--- src/rtl/core/fmiq_pkg.sv ---
// Shared types, constants and helpers for the FM I/Q modulator.
`timescale 1ns / 1ps

package fmiq_pkg;

    localparam int PHASE_BITS  = 32;
    localparam int SAMPLE_BITS = 16;
    localparam int REG_BITS    = 16;
    localparam int OUT_BITS    = 8;

    localparam int CORDIC_STAGES = 16;
    localparam int STAGE_BITS    = $clog2(CORDIC_STAGES);
    localparam int TURN_BITS     = 32;
    localparam int CORDIC_W      = 34;
    localparam int MAG_W         = CORDIC_W - 1;
    localparam int PROD_W        = MAG_W + REG_BITS;
    localparam int OUT_SHIFT     = 45;
    localparam int SCALED_W      = PROD_W + 7;
    localparam int TOP_W         = SCALED_W - OUT_SHIFT;

    localparam logic signed [CORDIC_W-1:0] CORDIC_X0 = CORDIC_W'(652032874);
    localparam logic [OUT_BITS-1:0] OUT_MAX = OUT_BITS'(127);

    localparam int NUM_REGS  = 2;
    localparam int REG_INDEX_BITS = $clog2(NUM_REGS);
    localparam logic [REG_INDEX_BITS-1:0] REG_DEVIATION_GAIN = REG_INDEX_BITS'(0);
    localparam logic [REG_INDEX_BITS-1:0] REG_AMPLITUDE      = REG_INDEX_BITS'(1);
    localparam logic [REG_BITS-1:0] GAIN_RESET = REG_BITS'(6827);
    localparam logic [REG_BITS-1:0] AMP_RESET  = REG_BITS'(16384);

    localparam logic [TURN_BITS-1:0] ATAN_TABLE [CORDIC_STAGES] = '{
        32'h20000000, 32'h12E4051E, 32'h09FB385B, 32'h051111D4,
        32'h028B0D43, 32'h0145D7E1, 32'h00A2F61E, 32'h00517C55,
        32'h0028BE53, 32'h00145F2F, 32'h000A2F98, 32'h000517CC,
        32'h00028BE6, 32'h000145F3, 32'h0000A2FA, 32'h0000517D
    };

    typedef struct packed {
        logic                   start;
        logic [TURN_BITS-1:0]   angle;
    } cordic_ctl_t;

    typedef struct packed {
        logic                        busy;
        logic signed [CORDIC_W-1:0]  sin_v;
        logic signed [CORDIC_W-1:0]  cos_v;
    } cordic_res_t;

    function automatic logic [TURN_BITS-1:0] phase_to_turn(input logic [PHASE_BITS-1:0] ph);
        logic [47:0] t;
        t = 48'(ph) << (48 - PHASE_BITS);
        return t[47:16];
    endfunction

    function automatic logic [OUT_BITS-1:0] scale_finish(input logic [PROD_W-1:0] prod,
                                                         input logic neg);
        logic [SCALED_W-1:0] t;
        logic [TOP_W-1:0]    p;
        logic [OUT_BITS-1:0] m;
        t = {prod, 7'b0} - SCALED_W'(prod);
        p = t[SCALED_W-1:OUT_SHIFT];
        m = (p > TOP_W'(OUT_MAX)) ? OUT_MAX : p[OUT_BITS-1:0];
        return neg ? (~m + OUT_BITS'(1)) : m;
    endfunction

endpackage

--- src/rtl/core/fm_iq_modulator.sv ---
// Top level: sequencer, phase accumulator, registers and output stage.
// A new sample is accepted only in S_IDLE, after the previous result word has been loaded;
// the iterative CORDIC loop and the shared multiplier (phase step, sine and cosine scaling)
// serve one sample at a time. A finished word waiting at the output does not block
// acceptance of the next sample, but the sequencer then holds in S_FIN until that word is taken.
// Reset (rst_n, async low): phase to zero, gain 6827, amplitude 16384, no valid word.
`timescale 1ns / 1ps

module fm_iq_modulator (
    input  logic                                    clk,
    input  logic                                    rst_n,
    input  logic                                    cfg_we,
    input  logic [fmiq_pkg::REG_INDEX_BITS-1:0]     cfg_index,
    input  logic [fmiq_pkg::REG_BITS-1:0]           cfg_data,
    input  logic                                    sample_valid,
    output logic                                    sample_ready,
    input  logic signed [fmiq_pkg::SAMPLE_BITS-1:0] sample,
    output logic                                    result_valid,
    input  logic                                    result_ready,
    output logic signed [fmiq_pkg::OUT_BITS-1:0]    i_value,
    output logic signed [fmiq_pkg::OUT_BITS-1:0]    q_value
);
    import fmiq_pkg::*;

    typedef enum logic [5:0] {
        S_IDLE = 6'b000001,
        S_ACC  = 6'b000010,
        S_ROT  = 6'b000100,
        S_SIN  = 6'b001000,
        S_COS  = 6'b010000,
        S_FIN  = 6'b100000
    } state_t;

    state_t                   state_reg, state_next;
    logic [PHASE_BITS-1:0]    phase_reg, phase_next, step;
    logic [REG_BITS-1:0]      gain_reg, amp_reg;
    logic [OUT_BITS-1:0]      i_hold_reg, i_out_reg, q_out_reg;
    logic                     out_valid_reg, out_valid_next;
    logic                     mul_go, mul_neg;
    logic signed [CORDIC_W-1:0] mul_a;
    logic [REG_BITS-1:0]      mul_b;
    logic [PROD_W-1:0]        mul_prod;
    cordic_ctl_t              cctl;
    cordic_res_t              cres;
    logic                     load_out;

    fmiq_mul u_mul (
        .clk  (clk),
        .go   (mul_go),
        .op_a (mul_a),
        .op_b (mul_b),
        .prod (mul_prod),
        .neg  (mul_neg)
    );

    fmiq_cordic u_cordic (
        .clk   (clk),
        .rst_n (rst_n),
        .ctl   (cctl),
        .res   (cres)
    );

    assign sample_ready = (state_reg == S_IDLE);
    assign step = mul_neg ? (~PHASE_BITS'(mul_prod) + PHASE_BITS'(1)) : PHASE_BITS'(mul_prod);
    assign load_out = (state_reg == S_FIN) && (!out_valid_reg || result_ready);

    always_comb
    begin
        state_next  = state_reg;
        phase_next  = phase_reg;
        mul_go      = 1'b0;
        mul_a       = CORDIC_W'(sample);
        mul_b       = gain_reg;
        cctl.start  = 1'b0;
        cctl.angle  = phase_to_turn(phase_reg + step);
        case (state_reg)
            S_IDLE:
            begin
                if (sample_valid)
                begin
                    mul_go     = 1'b1;
                    state_next = S_ACC;
                end
            end
            S_ACC:
            begin
                phase_next = phase_reg + step;
                cctl.start = 1'b1;
                state_next = S_ROT;
            end
            S_ROT:
            begin
                if (!cres.busy)
                begin
                    mul_go     = 1'b1;
                    mul_a      = cres.sin_v;
                    mul_b      = amp_reg;
                    state_next = S_SIN;
                end
            end
            S_SIN:
            begin
                mul_go     = 1'b1;
                mul_a      = cres.cos_v;
                mul_b      = amp_reg;
                state_next = S_COS;
            end
            S_COS:
            begin
                state_next = S_FIN;
            end
            S_FIN:
            begin
                if (load_out)
                begin
                    state_next = S_IDLE;
                end
            end
            default:
            begin
                state_next = S_IDLE;
            end
        endcase
    end

    always_comb
    begin
        out_valid_next = out_valid_reg;
        if (load_out)
        begin
            out_valid_next = 1'b1;
        end
        else if (result_ready)
        begin
            out_valid_next = 1'b0;
        end
    end

    always_ff @(posedge clk or negedge rst_n)
    begin
        if (!rst_n)
        begin
            state_reg     <= S_IDLE;
            phase_reg     <= '0;
            gain_reg      <= GAIN_RESET;
            amp_reg       <= AMP_RESET;
            out_valid_reg <= 1'b0;
        end
        else
        begin
            state_reg     <= state_next;
            phase_reg     <= phase_next;
            out_valid_reg <= out_valid_next;
            if (cfg_we && (cfg_index == REG_DEVIATION_GAIN))
            begin
                gain_reg <= cfg_data;
            end
            if (cfg_we && (cfg_index == REG_AMPLITUDE))
            begin
                amp_reg <= cfg_data;
            end
        end
    end

    // hold the sine word until the cosine word is ready
    always_ff @(posedge clk)
    begin
        if (state_reg == S_SIN)
        begin
            i_hold_reg <= scale_finish(mul_prod, mul_neg);
        end
        if (load_out)
        begin
            i_out_reg <= i_hold_reg;
            q_out_reg <= scale_finish(mul_prod, mul_neg);
        end
    end

    assign result_valid = out_valid_reg;
    assign i_value      = i_out_reg;
    assign q_value      = q_out_reg;

endmodule

--- src/rtl/core/fmiq_mul.sv ---
// Shared sign-magnitude multiplier with registered product.
`timescale 1ns / 1ps

module fmiq_mul (
    input  logic                                   clk,
    input  logic                                   go,
    input  logic signed [fmiq_pkg::CORDIC_W-1:0]   op_a,
    input  logic [fmiq_pkg::REG_BITS-1:0]          op_b,
    output logic [fmiq_pkg::PROD_W-1:0]            prod,
    output logic                                   neg
);
    import fmiq_pkg::*;

    logic [MAG_W-1:0]  mag;
    logic [PROD_W-1:0] prod_reg;
    logic              neg_reg;

    assign mag = op_a[CORDIC_W-1] ? MAG_W'(-op_a) : MAG_W'(op_a);

    always_ff @(posedge clk)
    begin
        if (go)
        begin
            prod_reg <= PROD_W'(mag) * PROD_W'(op_b);
            neg_reg  <= op_a[CORDIC_W-1];
        end
    end

    assign prod = prod_reg;
    assign neg  = neg_reg;

endmodule

--- src/rtl/core/fmiq_cordic.sv ---
// Iterative rotation-mode CORDIC, one stage per cycle, with quadrant fold.
`timescale 1ns / 1ps

module fmiq_cordic (
    input  logic                  clk,
    input  logic                  rst_n,
    input  fmiq_pkg::cordic_ctl_t ctl,
    output fmiq_pkg::cordic_res_t res
);
    import fmiq_pkg::*;

    logic signed [CORDIC_W-1:0]  x_reg, x_next, y_reg, y_next, dx, dy;
    logic signed [TURN_BITS-1:0] z_reg, z_next;
    logic [1:0]                  quad_reg;
    logic [STAGE_BITS-1:0]       cnt_reg, cnt_next;
    logic                        busy_reg, busy_next;

    assign dx = y_reg >>> cnt_reg;
    assign dy = x_reg >>> cnt_reg;

    always_comb
    begin
        x_next    = x_reg;
        y_next    = y_reg;
        z_next    = z_reg;
        cnt_next  = cnt_reg;
        busy_next = busy_reg;
        if (ctl.start)
        begin
            x_next    = CORDIC_X0;
            y_next    = '0;
            z_next    = {2'b00, ctl.angle[TURN_BITS-3:0]};
            cnt_next  = '0;
            busy_next = 1'b1;
        end
        else if (busy_reg)
        begin
            if (!z_reg[TURN_BITS-1])
            begin
                x_next = x_reg - dx;
                y_next = y_reg + dy;
                z_next = z_reg - $signed(ATAN_TABLE[cnt_reg]);
            end
            else
            begin
                x_next = x_reg + dx;
                y_next = y_reg - dy;
                z_next = z_reg + $signed(ATAN_TABLE[cnt_reg]);
            end
            cnt_next = cnt_reg + STAGE_BITS'(1);
            if (cnt_reg == STAGE_BITS'(CORDIC_STAGES - 1))
            begin
                busy_next = 1'b0;
            end
        end
    end

    always_ff @(posedge clk or negedge rst_n)
    begin
        if (!rst_n)
        begin
            busy_reg <= 1'b0;
            cnt_reg  <= '0;
        end
        else
        begin
            busy_reg <= busy_next;
            cnt_reg  <= cnt_next;
        end
    end

    always_ff @(posedge clk)
    begin
        x_reg <= x_next;
        y_reg <= y_next;
        z_reg <= z_next;
        if (ctl.start)
        begin
            quad_reg <= ctl.angle[TURN_BITS-1:TURN_BITS-2];
        end
    end

    always_comb
    begin
        res.busy = busy_reg;
        case (quad_reg)
            2'd0:
            begin
                res.sin_v = y_reg;
                res.cos_v = x_reg;
            end
            2'd1:
            begin
                res.sin_v = x_reg;
                res.cos_v = -y_reg;
            end
            2'd2:
            begin
                res.sin_v = -y_reg;
                res.cos_v = -x_reg;
            end
            default:
            begin
                res.sin_v = -x_reg;
                res.cos_v = y_reg;
            end
        endcase
    end

endmodule
--- config.mk ---
export PLATFORM = sky130hd
export DESIGN_NAME = fm_iq_modulator
export DESIGN_NICKNAME = d
export VERILOG_FILES = /design/src/rtl/core/fmiq_pkg.sv /design/src/rtl/core/fm_iq_modulator.sv /design/src/rtl/core/fmiq_mul.sv /design/src/rtl/core/fmiq_cordic.sv
export SDC_FILE = /design/constraint.sdc
export NUM_CORES = 2
export LEC_CHECK = 0
export ABC_AREA = 1
export BUFFER_PORTS_ARGS = -buffer_cell sky130_fd_sc_hd__buf_4
export CORE_AREA = 2 2 328 330
export CTS_CLUSTER_DIAMETER = 100
export DETAILED_ROUTE_END_ITERATION = 10
export DIE_AREA = 0 0 330 332
export MAX_ROUTING_LAYER = met4
export PLACE_DENSITY = 0.68
export SLEW_MARGIN = 30
export SYNTH_ARGS = -nofsm -noshare
export SYNTH_HDL_FRONTEND = slang
export SYNTH_SLANG_ARGS = --single-unit
export TNS_END_PERCENT = 30
--- constraint.sdc ---
create_clock -name clk -period 18.67 [get_ports clk]
set_input_delay 0.9335 -clock clk [delete_from_list [all_inputs] [get_ports clk]]
set_output_delay 0.9335 -clock clk [all_outputs]
set_load 0.01 [all_outputs]
==> impl_table.tex <==
\begin{tabular}{lr}
\hline
Metric & Value \\
\hline
\multicolumn{2}{l}{\textbf{Timing}} \\
\quad Worst-Margin Slew & 967 ps \\
\quad Setup TNS Final & 0 ps \\
\quad Final period utilization & 0.561 \\
\quad Number of failing hold endpoints at the final stage & 0 \\
\quad Final-report max-slew violation count & 0 \\
\quad \# setup viols final & 0 \\
\quad Final critical-path setup slack & 8190 ps \\
\quad Unrepaired setup endpoints after global routing & no \\
\quad Worst-case clock skew & 40.9 ps \\
\quad Maximum operating frequency & 0.0954 GHz \\
\quad Worst-case headroom to the max-slew limit & 0.355 \\
\quad Min cycle time layout & 10480 ps \\
\multicolumn{2}{l}{\textbf{Critical path}} \\
\quad Source of the worst register-to-register timing path & state\_reg[5]\$\_DFFE\_PN0P\_ \\
\quad Worst setup startpoint & state\_reg[5]\$\_DFFE\_PN0P\_ \\
\quad Highest cell delay on the worst timing path & 720 ps \\
\quad Nature of the critical path startpoint & flop \\
\quad Slowest library cell on the worst path & inv\_2 \\
\quad Worst setup EP type & flop \\
\quad WS Path Type & flop to flop \\
\quad Highest fanout seen on the critical path & 26 \\
\quad Worst Path Required & 19010 ps \\
\quad Data arrival time of the critical path & 10820 ps \\
\multicolumn{2}{l}{\textbf{Place}} \\
\quad Post-detailed-placement half-perimeter wirelength & 141000 um \\
\quad Post-detailed-placement cell area & 48900 sq um \\
\quad Buffers added on ports & 55 \\
\quad Pre-CTS WS & 8440 ps \\
\quad Weighted congestion at the end of routability-driven global placement & 1.04 \\
\multicolumn{2}{l}{\textbf{Synth}} \\
\quad Number of instances in the synthesized netlist & 7187 \\
\quad Fraction of registers with async set/reset & 0.302 \\
\quad Cell area after synthesis & 47400 sq um \\
\quad Count of different cell masters after synthesis & 69 \\
\quad Syn\_nets & 7965 \\
\quad Top\_reg\_cell synth & edfxtp\_1 \\
\quad Post-synth EDFFs & 106 \\
\quad Sequential area share after synthesis & 0.137 \\
\quad Synthesized area divided by synthesized cell count & 6.59 sq um \\
\quad Number of synthesis warnings & 0 \\
\quad Synthesis-stage register bit count & 252 \\
\multicolumn{2}{l}{\textbf{Drt}} \\
\quad Iter 0 DRT Violations & 5327 \\
\quad Vias & 48600 \\
\quad Post-route antenna net violation count & 0 \\
\quad Via count normalized by instance count & 5.69 \\
\quad Detail-routed net length per standard cell & 20.9 um \\
\quad Length of the first detailed-routing pass in iterations & 11 \\
\quad Remaining DRCs & 4 \\
\quad Final Routed Wirelength & 179000 um \\
\multicolumn{2}{l}{\textbf{CTS}} \\
\quad Sinks on Clock Net & 252 \\
\quad Maximum clock insertion buffer count & 3 \\
\quad Clock root buffer master & clkbuf\_16 \\
\quad Skew-Pair Late Insertion Delay & 630 ps \\
\quad Count of instances resized after the clock tree is built & 0 \\
\quad H-tree levels & 2 \\
\quad TritonCTS clock tree & built \\
\quad Number of buffers inserted by post-CTS setup repair & 0 \\
\quad Count of hold buffers inserted by post-cts repair & 0 \\
\quad Clock input transition at the sequential cells of the worst setup and hold paths & 60 ps \\
\quad TritonCTS buffer count & 37 \\
\multicolumn{2}{l}{\textbf{GRT}} \\
\quad Total Routing Usage GR & 0.335 \\
\quad Antenna violations before repair & 4 \\
\quad Total global routing overflow & 0 \\
\quad Pin count of the biggest net entering global routing & 70 \\
\quad Vias in the first global route & 47100 \\
\quad Global-route wire length before repair & 277000 um \\
\multicolumn{2}{l}{\textbf{Outcome}} \\
\quad Outcome & finished with violations \\
\quad Violated checks & design-rule violations \\
\multicolumn{2}{l}{\textbf{Min path}} \\
\quad Type of the most critical hold path & input pin to asynchronous set/reset pin \\
\multicolumn{2}{l}{\textbf{Floorplan}} \\
\quad Site row count & 120 \\
\quad Num ports & 56 \\
\quad Starting density of the core & 0.446 \\
\quad Die width & 330 um \\
\quad Die outline area & 110000 sq um \\
\quad Placeable core region & 106000 sq um \\
\quad Die H & 332 um \\
\multicolumn{2}{l}{\textbf{Layout}} \\
\quad Ratio of cells with drive above 1 in the final layout & 0.0529 \\
\quad Post-layout instance area & 50200 sq um \\
\quad Max reg flops & 49 \\
\quad Layout net count & 7875 \\
\quad Area Overhead vs Synth & 5.90\% \\
\multicolumn{2}{l}{\textbf{Job}} \\
\quad Max capacitance violation total & 0 \\
\hline
\end{tabular}
-- cell families (layout without fill, tap and decap cells) --
group,Yosys count,count (layout),share of synthesized area
DFF,252,252,0.137
other,0,4,0
and+or+nand+nor,3520,3520,0.316
buffers and inverters,1402,1339,0.116
xor gates and xnor gates,233,233,0.0431
AOI/OAI and AO/OA,1039,1039,0.124
muxes,1,1,0.000211
adders and majority gates,740,740,0.264
-- final cells by class --
type / instances / area [sq um]
Antenna cell: 4 / 10.0
Sequential cell: 252 / 6500
Multi-Input combinational cell: 5533 / 35400
Inverter: 1158 / 4350
Tap cell: 1403 / 1760
Timing Repair Buffer: 115 / 863
Fill cell: 11100 / 56100
Clock buffer: 45 / 997
Clock inverter: 21 / 274
-- routing by layer --
layer,part of all wire,GRT usage,vias up
met5,0,-,-
met4,0.060,0.165,0
met3,0.094,0.0611,520
met2,0.44,0.512,2354
met1,0.41,0.426,22900
li1,-,-,22800
-- worst paths after layout --
kind	end	slack (ps)	cells after the start
min	amp_reg[7]$_DFFE_PN0P_	320	1
max	u_mul.prod[46]$_DFFE_PP_	8190	39
max reg2reg	u_mul.prod[46]$_DFFE_PP_	8190	39
min reg2reg	i_value[0]$_DFFE_PP_	390	0
max in group asynchronous	u_cordic.cnt_reg[2]$_DFFE_PN0P_	17270	2
min in group clk	i_value[0]$_DFFE_PP_	390	0
-- worst max-delay path: cells and delay by family (launching register included) --
family | cells | cell delay (ps)
xor gates and xnor gates | 1 | 170
buffers and inverters | 7 | 1200
and+or+nand+nor | 17 | 3530
DFF | 1 | 420
AOI/OAI and AO/OA | 6 | 1060
adders and majority gates | 8 | 3810
-- cell usage after synthesis, types with 73 or more instances --
cell type,count,area share
clkbuf_1,131,0.010
o21ai_0,378,0.040
edfxtp_1,106,0.067
fa_1,436,0.18
xnor2_1,73,0.013
ha_1,304,0.080
nand3_1,688,0.073
inv_1,1104,0.087
xor2_1,160,0.030
a21oi_1,363,0.038
nand2_1,1821,0.14
nor2_1,719,0.057
-- metrics by stage --
stage          cells   util  hold WS (ps)
2_1_floorplan   7187      -           400
3_3_place_gp    8461  0.460           401
3_5_place_dp    8461  0.460           405
4_1_cts         8527  0.472           321
5_1_grt         8530  0.472           344
6_report        8531  0.472           324
-- cells in the final DEF, fill, tap and decap left out, types with 16 or more instances in the layout --
master,n
xnor2_1,73
inv_2,40
o21ai_0,377
o211ai_1,66
edfxtp_1,106
nor2_1,717
nor2_2,43
clkbuf_16,38
nor3_1,46
nand4_1,61
nor2_4,16
nand3_1,688
and2_1,22
o21ai_1,25
inv_1,1102
xor2_1,160
a21boi_0,22
o21bai_1,25
fa_1,436
dfrtp_1,61
nand2_1,1819
a31oi_1,65
nand2_2,44
a21oi_1,363
o21a_1,21
ha_1,304
a21o_1,19
buf_4,115
dfxtp_1,70
Power is left out: the tool's default activity adds up to more than one toggle a clock period on the data nets, which glitch-free logic cannot reach.
